## src/hdl/pfsa_pkg.sv

```systemverilog
// Shared constants and types for the page frame stack allocator.
`default_nettype none
package pfsa_pkg;

  localparam int STACK_DEPTH = 64;
  localparam int FRAME_BITS  = 44;
  localparam int CNT_W       = $clog2(STACK_DEPTH + 1);
  localparam int IDX_W       = (STACK_DEPTH > 1) ? $clog2(STACK_DEPTH) : 1;
  localparam int STATUS_W    = 3;
  localparam int IN_DATA_W   = ((FRAME_BITS + 7) / 8) * 8;
  localparam int OUT_DATA_W  = ((FRAME_BITS + STATUS_W + 7) / 8) * 8;

  typedef logic [FRAME_BITS-1:0] frame_t;
  typedef logic [CNT_W-1:0]      cnt_t;
  typedef logic [IDX_W-1:0]      idx_t;

  typedef enum logic [STATUS_W-1:0] {
    ST_ALLOCATED = 3'd0,
    ST_EXHAUSTED = 3'd1,
    ST_FREED     = 3'd2,
    ST_NEVER     = 3'd3,
    ST_DUPLICATE = 3'd4,
    ST_FULL      = 3'd5
  } status_t;

  typedef enum logic {
    OP_ALLOC = 1'b0,
    OP_FREE  = 1'b1
  } op_t;

  typedef enum logic {
    REG_FIRST_FRAME = 1'b0,
    REG_END_FRAME   = 1'b1
  } reg_idx_t;

endpackage
`default_nettype wire

```

## src/hdl/page_frame_stack_allocator_unit.sv

```systemverilog
// Top level of the page frame stack allocator: sequencer, recycle stack memory and output register.
`default_nettype none
// Channel   | Direction | Ports                          | Content
// ----------+-----------+--------------------------------+------------------------------------
// in_       | slave     | tvalid/tready/tdata/tuser      | tuser: op; tdata: frame_in
// out_      | master    | tvalid/tready/tdata            | tdata: frame_out, status
// cfg_      | write     | we/addr/wdata                  | 0: first_frame, 1: end_frame
//
// An allocate word that takes a fresh frame goes straight to the result state; when the recycle
// stack holds entries, a pop state reads the top entry first. A free of a frame that was never
// handed out goes straight to the result state. Any other free walks the stack one entry per
// cycle through the single memory read port, checks for a full stack and then pushes the frame;
// on an empty stack it pushes at once, and a duplicate ends the walk early.
// The unit holds in_tready low while a word is at work. A finished result sits in the output
// register, so the next word may be accepted while out_tready is low; a second result then
// waits in the sequencer.
// Reset is synchronous and active low; it empties the stack and clears both frame registers.
module page_frame_stack_allocator_unit (
  input  wire logic                              clk,
  input  wire logic                              rst_n,
  input  wire logic                              in_tvalid,
  output logic                                   in_tready,
  input  wire logic [pfsa_pkg::IN_DATA_W-1:0]    in_tdata,   // [43:0] frame_in, rest zero
  input  wire logic                              in_tuser,   // [0] op
  output logic                                   out_tvalid,
  input  wire logic                              out_tready,
  output logic [pfsa_pkg::OUT_DATA_W-1:0]        out_tdata,  // [43:0] frame_out, [46:44] status
  input  wire logic                              cfg_we,
  input  wire logic                              cfg_addr,
  input  wire logic [pfsa_pkg::FRAME_BITS-1:0]   cfg_wdata
);

  typedef enum logic [2:0] {
    S_IDLE,
    S_POP,
    S_SCAN,
    S_SCAN_TAIL,
    S_PUSH,
    S_DONE
  } state_t;

  state_t                    state_r, state_nxt;
  pfsa_pkg::cnt_t            cnt_r, cnt_nxt;
  pfsa_pkg::frame_t          next_frame_r, next_frame_nxt;
  pfsa_pkg::frame_t          end_frame_r, end_frame_nxt;
  pfsa_pkg::frame_t          frame_r, frame_nxt;
  pfsa_pkg::idx_t            idx_r, idx_nxt;
  logic                      cmp_v_r, cmp_v_nxt;
  pfsa_pkg::frame_t          res_frame_r, res_frame_nxt;
  pfsa_pkg::status_t         res_status_r, res_status_nxt;
  logic                      out_valid_r, out_valid_nxt;
  logic [pfsa_pkg::OUT_DATA_W-1:0] out_data_r, out_data_nxt;

  // Recycle stack memory: one write and one registered read per cycle.
  pfsa_pkg::frame_t          mem [pfsa_pkg::STACK_DEPTH];
  pfsa_pkg::frame_t          rd_data_r;
  logic                      mem_we;
  pfsa_pkg::idx_t            mem_waddr;
  pfsa_pkg::idx_t            mem_raddr;

  pfsa_pkg::frame_t          in_frame;
  pfsa_pkg::cnt_t            cnt_dec;
  pfsa_pkg::idx_t            top_idx;
  logic                      stack_full;
  logic                      hit;

  assign in_frame   = in_tdata[pfsa_pkg::FRAME_BITS-1:0];
  assign cnt_dec    = cnt_r - pfsa_pkg::CNT_W'(1);
  assign top_idx    = cnt_dec[pfsa_pkg::IDX_W-1:0];
  assign stack_full = (cnt_r >= pfsa_pkg::CNT_W'(pfsa_pkg::STACK_DEPTH));
  // The one comparator of the scan: last registered read against the freed frame.
  assign hit        = cmp_v_r && (rd_data_r == frame_r);

  assign in_tready  = (state_r == S_IDLE);
  assign out_tvalid = out_valid_r;
  assign out_tdata  = out_data_r;

  always_comb begin
    state_nxt      = state_r;
    cnt_nxt        = cnt_r;
    next_frame_nxt = next_frame_r;
    end_frame_nxt  = end_frame_r;
    frame_nxt      = frame_r;
    idx_nxt        = idx_r;
    cmp_v_nxt      = 1'b0;
    res_frame_nxt  = res_frame_r;
    res_status_nxt = res_status_r;
    out_valid_nxt  = out_valid_r && !out_tready;
    out_data_nxt   = out_data_r;
    mem_we         = 1'b0;
    mem_waddr      = cnt_r[pfsa_pkg::IDX_W-1:0];
    mem_raddr      = idx_r;

    case (state_r)
      S_IDLE: begin
        if (in_tvalid) begin
          frame_nxt     = in_frame;
          idx_nxt       = '0;
          res_frame_nxt = '0;
          if (pfsa_pkg::op_t'(in_tuser) == pfsa_pkg::OP_ALLOC) begin
            if (cnt_r != '0) begin
              // Pop: read the top entry, its data lands next cycle.
              mem_raddr = top_idx;
              cnt_nxt   = cnt_dec;
              state_nxt = S_POP;
            end else if (next_frame_r >= end_frame_r) begin
              res_status_nxt = pfsa_pkg::ST_EXHAUSTED;
              state_nxt      = S_DONE;
            end else begin
              res_frame_nxt  = next_frame_r;
              res_status_nxt = pfsa_pkg::ST_ALLOCATED;
              next_frame_nxt = next_frame_r + pfsa_pkg::FRAME_BITS'(1);
              state_nxt      = S_DONE;
            end
          end else begin
            if (in_frame >= next_frame_r) begin
              res_status_nxt = pfsa_pkg::ST_NEVER;
              state_nxt      = S_DONE;
            end else if (cnt_r == '0) begin
              state_nxt = S_PUSH;
            end else begin
              state_nxt = S_SCAN;
            end
          end
        end
      end
      S_POP: begin
        res_frame_nxt  = rd_data_r;
        res_status_nxt = pfsa_pkg::ST_ALLOCATED;
        state_nxt      = S_DONE;
      end
      S_SCAN: begin
        // Issue one read per cycle; compare the previous one.
        mem_raddr = idx_r;
        cmp_v_nxt = 1'b1;
        if (hit) begin
          res_status_nxt = pfsa_pkg::ST_DUPLICATE;
          state_nxt      = S_DONE;
        end else if (idx_r == top_idx) begin
          state_nxt = S_SCAN_TAIL;
        end else begin
          idx_nxt = idx_r + pfsa_pkg::IDX_W'(1);
        end
      end
      S_SCAN_TAIL: begin
        if (hit) begin
          res_status_nxt = pfsa_pkg::ST_DUPLICATE;
          state_nxt      = S_DONE;
        end else if (stack_full) begin
          res_status_nxt = pfsa_pkg::ST_FULL;
          state_nxt      = S_DONE;
        end else begin
          state_nxt = S_PUSH;
        end
      end
      S_PUSH: begin
        mem_we         = 1'b1;
        cnt_nxt        = cnt_r + pfsa_pkg::CNT_W'(1);
        res_status_nxt = pfsa_pkg::ST_FREED;
        state_nxt      = S_DONE;
      end
      S_DONE: begin
        if (!out_valid_r || out_tready) begin
          out_valid_nxt = 1'b1;
          out_data_nxt  = pfsa_pkg::OUT_DATA_W'({res_status_r, res_frame_r});
          state_nxt     = S_IDLE;
        end
      end
      default: begin
        state_nxt = S_IDLE;
      end
    endcase

    // The user must write configuration only while the unit is idle; the unit does not enforce it.
    if (cfg_we) begin
      if (pfsa_pkg::reg_idx_t'(cfg_addr) == pfsa_pkg::REG_FIRST_FRAME) begin
        next_frame_nxt = cfg_wdata;
      end else begin
        end_frame_nxt = cfg_wdata;
      end
    end
  end

  always_ff @(posedge clk) begin
    if (!rst_n) begin
      state_r      <= S_IDLE;
      cnt_r        <= '0;
      next_frame_r <= '0;
      end_frame_r  <= '0;
      cmp_v_r      <= 1'b0;
      out_valid_r  <= 1'b0;
    end else begin
      state_r      <= state_nxt;
      cnt_r        <= cnt_nxt;
      next_frame_r <= next_frame_nxt;
      end_frame_r  <= end_frame_nxt;
      cmp_v_r      <= cmp_v_nxt;
      out_valid_r  <= out_valid_nxt;
    end
    frame_r      <= frame_nxt;
    idx_r        <= idx_nxt;
    res_frame_r  <= res_frame_nxt;
    res_status_r <= res_status_nxt;
    out_data_r   <= out_data_nxt;
  end

  always_ff @(posedge clk) begin
    if (mem_we) begin
      mem[mem_waddr] <= frame_r;
    end
    rd_data_r <= mem[mem_raddr];
  end

endmodule
`default_nettype wire

```

## config.mk

```make
export PLATFORM = sky130hd
export DESIGN_NAME = page_frame_stack_allocator_unit
export DESIGN_NICKNAME = d
export VERILOG_FILES = /design/src/hdl/pfsa_pkg.sv /design/src/hdl/page_frame_stack_allocator_unit.sv
export SDC_FILE = /design/constraint.sdc
export NUM_CORES = 2
export LEC_CHECK = 0
export BUFFER_PORTS_ARGS = -buffer_cell sky130_fd_sc_hd__buf_2
export CORE_UTILIZATION = 35
export CTS_CLUSTER_DIAMETER = 30
export DETAILED_ROUTE_END_ITERATION = 6
export PLACE_DENSITY = 0.53
export SETUP_SLACK_MARGIN = 0.3
export SYNTH_ARGS = -nofsm -noshare
export SYNTH_HDL_FRONTEND = slang
export SYNTH_SLANG_ARGS = --single-unit
```

## constraint.sdc

```tcl
create_clock -name clk -period 4.61 [get_ports clk]
set_input_delay 0.2305 -clock clk [delete_from_list [all_inputs] [get_ports clk]]
set_output_delay 0.2305 -clock clk [all_outputs]
set_load 0.02 [all_outputs]
```

# After elaboration in Yosys (flattened, before gate mapping)
# Memories as Yosys holds them, arrays and structs flattened. A register that Yosys moved wholly into a read port is not among the register bits.
# Index checks and enable logic that the tools add are counted.
[op_classes]
n_addsub = 4
mul = 0
div = 0
magnitude_cmp = 3
n_eq_ne = 18
n_shift = 0
n_mux = 50
bitwise = 0
reduce_logical = 21
[ops]
columns = ["operator", "count"]
rows = [
  ["$mux W44", 11],
  ["$ge A44 B44 Y1", 2],
  ["$pmux W44 S2", 1],
  ["$mux W3", 15],
  ["$add A44 B1 Y44 const B", 1],
  ["$eq A44 B44 Y1", 1],
  ["$mux W6", 7],
  ["$pmux W3 S5", 2],
  ["$mux W7", 3],
  ["$pmux W7 S2", 1],
  ["$ne A2 B2 Y1 const B", 6],
  ["$pmux W6 S2", 1],
  ["$mux W1", 9],
  ["$ne A3 B3 Y1 const B", 3],
  ["$reduce_and A2 Y1", 4],
  ["$reduce_and A4 Y1", 2],
  ["$add A7 B1 Y7 const B", 1],
  ["$ge A7 B7 Y1 const B", 1],
  ["$logic_not A7 Y1", 1],
  ["$reduce_bool A7 Y1", 1],
  ["$sub A7 B1 Y7 const B", 1],
  ["$add A6 B1 Y6 const B", 1],
  ["$eq A3 B2 Y1 const B", 2],
  ["$eq A3 B3 Y1 const B", 2],
  ["13 further kinds", 17],
]
[totals]
regBits = 244
latchBits = 0
mem_bits_rw = 2816
mem_bits_ro = 0
output_inout_bits = 50
elab_cells = 108
memories = 1
[memory_table]
columns = ["memory", "depth", "width", "read_ports", "rd_ports_with_merged_regs", "wr", "line", "text"]
rows = [
  ["mem", 64, 44, 1, 1, 1, "page_frame_stack_allocator_unit.sv:55", "pfsa_pkg::frame_t mem [pfsa_pkg::STACK_DEPTH];"],
]

# Logic depth before layout (Yosys ltp)
[depth]
word_depth = 8
ltp_mapped = 16
mapped_depth_nobuf = 10

# Worst setup path before layout
# OpenSTA, ideal clock, no wires.
[synth_path]
path_kind = "flip-flop to flip-flop"
from = "register state_r[0]"
to = "register res_frame_r[0], enable pin"
setup_time_ps = 506
t_arrival_ps = 3962
required_time_ps = 4104
slack_ps = 141
stages_incl_launch_ff = 5
path_buffers = 1
period_less_slack_ps = 4469
path_cell_list = "dfxtp_1 buf_6 o21ai_0 nand2_1 o21ai_0"
[synth_via]
elab_chain_cells = 3
[synth_lines]
columns = ["element", "line", "text"]
rows = [
  ["start, declared", "page_frame_stack_allocator_unit.sv:42", "state_t state_r, state_nxt;"],
  ["start signal, assigned", "page_frame_stack_allocator_unit.sv:193", "state_r <= state_nxt;"],
  ["$eq A3 B1 Y1 or $logic_not A3 Y1 (tied branches)", "page_frame_stack_allocator_unit.sv:94", "case (state_r)"],
  ["$reduce_bool A2 Y1 (no source line) or $ne A2 B2 Y1 (tied branches)", "-", ""],
  ["$reduce_and A2 Y1 (no source line) *", "-", ""],
  ["end signal, assigned", "page_frame_stack_allocator_unit.sv:202", "res_frame_r <= res_frame_nxt;"],
  ["end, declared", "page_frame_stack_allocator_unit.sv:49", "pfsa_pkg::frame_t res_frame_r, res_frame_nxt;"],
]
# Every way passes the cells marked *; elsewhere a longest branch is shown, timed or not.
# A chain may end at the register's enable or synchronous reset.

# Worst setup path in the final report
[layout_path]
from = "register next_frame_r[23]"
to = "register res_status_r[2], enable pin"
[layout_via]
elab_chain_cells = 3
[layout_lines]
columns = ["element", "line", "text"]
rows = [
  ["start, declared", "page_frame_stack_allocator_unit.sv:44", "pfsa_pkg::frame_t next_frame_r, next_frame_nxt;"],
  ["start signal, assigned", "page_frame_stack_allocator_unit.sv:195", "next_frame_r <= next_frame_nxt;"],
  ["$ge A44 B44 Y1", "page_frame_stack_allocator_unit.sv:116", "if (in_frame >= next_frame_r) begin"],
  ["$ne A3 B2 Y1 (no source line)", "-", ""],
  ["$reduce_and A6 Y1 (no source line)", "-", ""],
  ["end signal, assigned", "page_frame_stack_allocator_unit.sv:203", "res_status_r <= res_status_nxt;"],
  ["end, declared", "page_frame_stack_allocator_unit.sv:50", "pfsa_pkg::status_t res_status_r, res_status_nxt;"],
]
# No other way between the ends.

==> flow_summary.toml <==
[run_status]
status = "finished clean"

[floorplanning]
fp-row-count = 216
die_h_microns = 591
io_pins = 149
die_w_microns = 591
die-area_sq_um = 350000
coreArea_sq_um = 346000
start_util = 0.351

[yosys]
netlist-cell-type-count = 74
synth_ff_type = "edfxtp_1"
yosysWarnings = 0
async_flop_share = 0
ys_seq_area_frac = 0.755
syn_inst = 7905
ys_seq_elements = 3104
synth_area_sq_um = 122000
syn_area_per_cell_sq_um = 15.4
yosys.area.top_type = "edfxtp_1"
synth.net_count = 8097
synth_area_leaders = "edfxtp_1 (73%), mux4_2 (5.1%), nand2_1 (5.1%)"
synth_top_area_share = 0.731
synth_edf_count = 2960

[power_and_ir_drop]
power.net_switching_mw = 30.0
p_sw_frac = 0.306
sequentialPowerShare = 0.350
ir_drop_uv = 490
p_total_mw = 98.2
clkPwrFrac = 0.431
p_leak_nw = 51.5
powerDensity_nw_per_um2 = 645
p_comb_frac = 0.219
internal_power_mw = 68.1

[detailed_routing]
ant_nets = 0
drt_iter0_drc = 8343
via_per_inst = 5.48
wire_per_inst_microns = 28.2
vias = 75281
first_pass_iters = 5
drc = 0
drt_wl_total_mm = 387

[setup_path]
start_kind = "flip-flop"
slowest_delay_ps = 690
cp-startpoint = "next_frame_r[23]"
crit_top_cell = "buf_4"
crit_required_ps = 5310
path_max_fanout = 5
rr_worst_depth = 13
reg2reg_from = "next_frame_r[23]"
path_cells = "inv_1 -> ha_1 -> nand4_1 -> nor4_1 -> nand4_1 -> o211ai_1 -> nor4b_1 -> buf_4 -> a2111oi_0 -> buf_4 -> nor2_1 -> nor3_1 -> buf_4"
worstSetupPathType = "reg2reg"
crit_arrival_ps = 4920
crit_path_top_delay_cell = "a2111oi_0"
worstSetupEndpointType = "flip-flop"
worstReg2RegEnd = "res_status_r[2]"
rrSetupSlack_ps = 390

[timing]
relSlewSlack = 0.166
worst_pin_slew_ps = 1240
fin_skew_ps = 46.8
grt_setup_unrepaired = "no"
fin_hold_ws_ps = 62.6
max_freq_ghz = 0.237
fin_crit_sh = 0.916
setup_viol = 0
maxSlewViolCount = 0
hold_violations = 0
fin_crit_ps = 4220

[global_route]
grt_pass1_vias = 73880
grt_pass1_wl_mm = 545
grt_util_all_layers = 0.217
gr-total-overflow = 0
grt_max_degree = 121
antenna_found_initial = 26

[cts]
clk_path_buf_depth = 4
cts_sinks = 3104
clock-root-buffer = "clkbuf_16"
h-tree-depth = 6
clk_latency_ps = 1000
cts.clk_slew.worst_paths_ps = 50
numCtsBuffers = 583
cts_tree = "done"

[worst_hold_path]
hold_depth = 2
min-delay-start = "in_tdata[6]"
hold_end = "frame_r[6]"
worstHoldPathType = "in2reg"

[placed_design]
dpl_cell_area_sq_um = 131000
dp_hpwl_mm = 221
io_buffers = 143
placed_cells = 12502
gp_congestion = 0.848

[finish]
syn2layout_area_growth_pct = 25.2
final_nets = 8861
stdcell_area_sq_um = 152000
drive_gt1_frac = 0.199
layoutNonFillerInstCount = 13743

[run]
maxCapViolations = 0
-- power by group through the flow --
stage	logic (mW)	registers (mW)	clock network (mW)
6_report	21.5	34.4	42.3
5_1_grt	22.9	34.4	44.0
4_1_cts	21.4	34.3	42.7
3_5_place_dp	21.1	34.8	0
3_3_place_gp	20.9	34.8	0
2_1_floorplan	11.9	34.8	0
-- layout by cell type (no fill, tap or decap), drive strengths merged, types with 88 or more instances in the layout --
cell	count
buf	501
nand2	1642
edfxtp	2960
dfxtp	144
nor2	121
dlygate4sd3	144
clkinv	215
nand3	855
nand4	217
mux2i	137
a21oi	174
a22oi	122
inv	147
clkbuf	699
mux4	274
a32oi	88
ha	93
-- synth_stat cells, drive strengths merged, types with 7 or more instances --
cell	n
a32oi	88
o211ai	20
dfxtp	144
inv	103
a31oi	11
a2111oi	10
buf	219
a22o	45
a21o	14
and2	7
edfxtp	2960
o21a	8
mux2i	137
ha	93
nor2	121
nand4	217
a211o	17
nand2	1642
a21oi	174
nand3	855
or3	32
clkbuf	248
and3	23
mux4	274
or4	14
a22oi	122
o22ai	14
and4	7
a211oi	12
nor2b	9
nor3	15
xor2	47
o21ai	86
nor4	18
xnor2	46
-- worst max path at each step --
stage                                  to  cells past startpoint
after floorplan                mem[16][0]                      5
after global placement       rd_data_r[4]                     11
after detailed placement     rd_data_r[4]                     11
after CTS                    rd_data_r[4]                     13
after global routing         rd_data_r[4]                     13
final                     res_status_r[2]                     13
-- stage by stage --
stage | util | setup WS (ps) | setup TNS, ps
after floorplan | - | 867 | 0
after global placement | 0.378 | -58.8 | -58.8
after detailed placement | 0.378 | -158 | -158
after CTS | 0.440 | 310 | 0
after global routing | 0.440 | 299 | 0
final | 0.440 | 386 | 0
-- worst max-delay path, delay by kind of cell (launching register included) --
family | cells | cell delay [ps]
flip-flops | 1 | 470
adder cells (fa/ha/maj) | 1 | 340
AO/OA/AOI/OAI | 2 | 950
buffers and inverters | 4 | 750
AND/OR/NAND/NOR | 6 | 1390
-- sequential cells by signal, indices dropped and copies added (netlist names), 7 cells and up --
register	cells
frame_r	44
end_frame_r	44
cnt_r	7
mem	2816
res_frame_r	44
next_frame_r	44
rd_data_r	44
out_tdata	47
-- per-layer routing --
metal  part of all wire  up-vias  wire length [microns]  GRT usage
met5           0.000093        -                     36          0
met4              0.030        6                  11600     0.0690
met3              0.079      652                  30500     0.0382
met2               0.47     3324                 183000      0.352
met1               0.42    39244                 162000      0.297
li1                   -    32055                      -          -
-- final cells by class --
cell class | instances | area [sq um]
tap | 4578 | 5730
multi-input combinational | 4230 | 28000
fill | 30137 | 194000
timing repair buffer | 646 | 6560
clock inverter | 374 | 4120
sequential | 3104 | 91800
antenna | 9 | 22.5
inverter | 104 | 395
clock buffer | 698 | 15600
-- kinds of logic after synthesis --
group | Yosys count | synth area share
AOI/OAI and AO/OA | 651 | 0.0372
xor gates and xnor gates | 93 | 0.00670
adders and majority gates | 94 | 0.00966
buffers and inverters | 571 | 0.0203
DFF | 3104 | 0.755
muxes | 411 | 0.0621
other | 1 | 0.0000309
and+or+nand+nor | 2980 | 0.109
-- repair_timing --
item,4_1_cts,5_1_grt
setup buffers,11,4
pin swaps,4,4
hold endpoints to repair,147,0
hold buffers,144,0
resized for setup,4,13
cloned,0,1
setup endpoints to repair,11,11
Power figures use the tool's default switching activity.
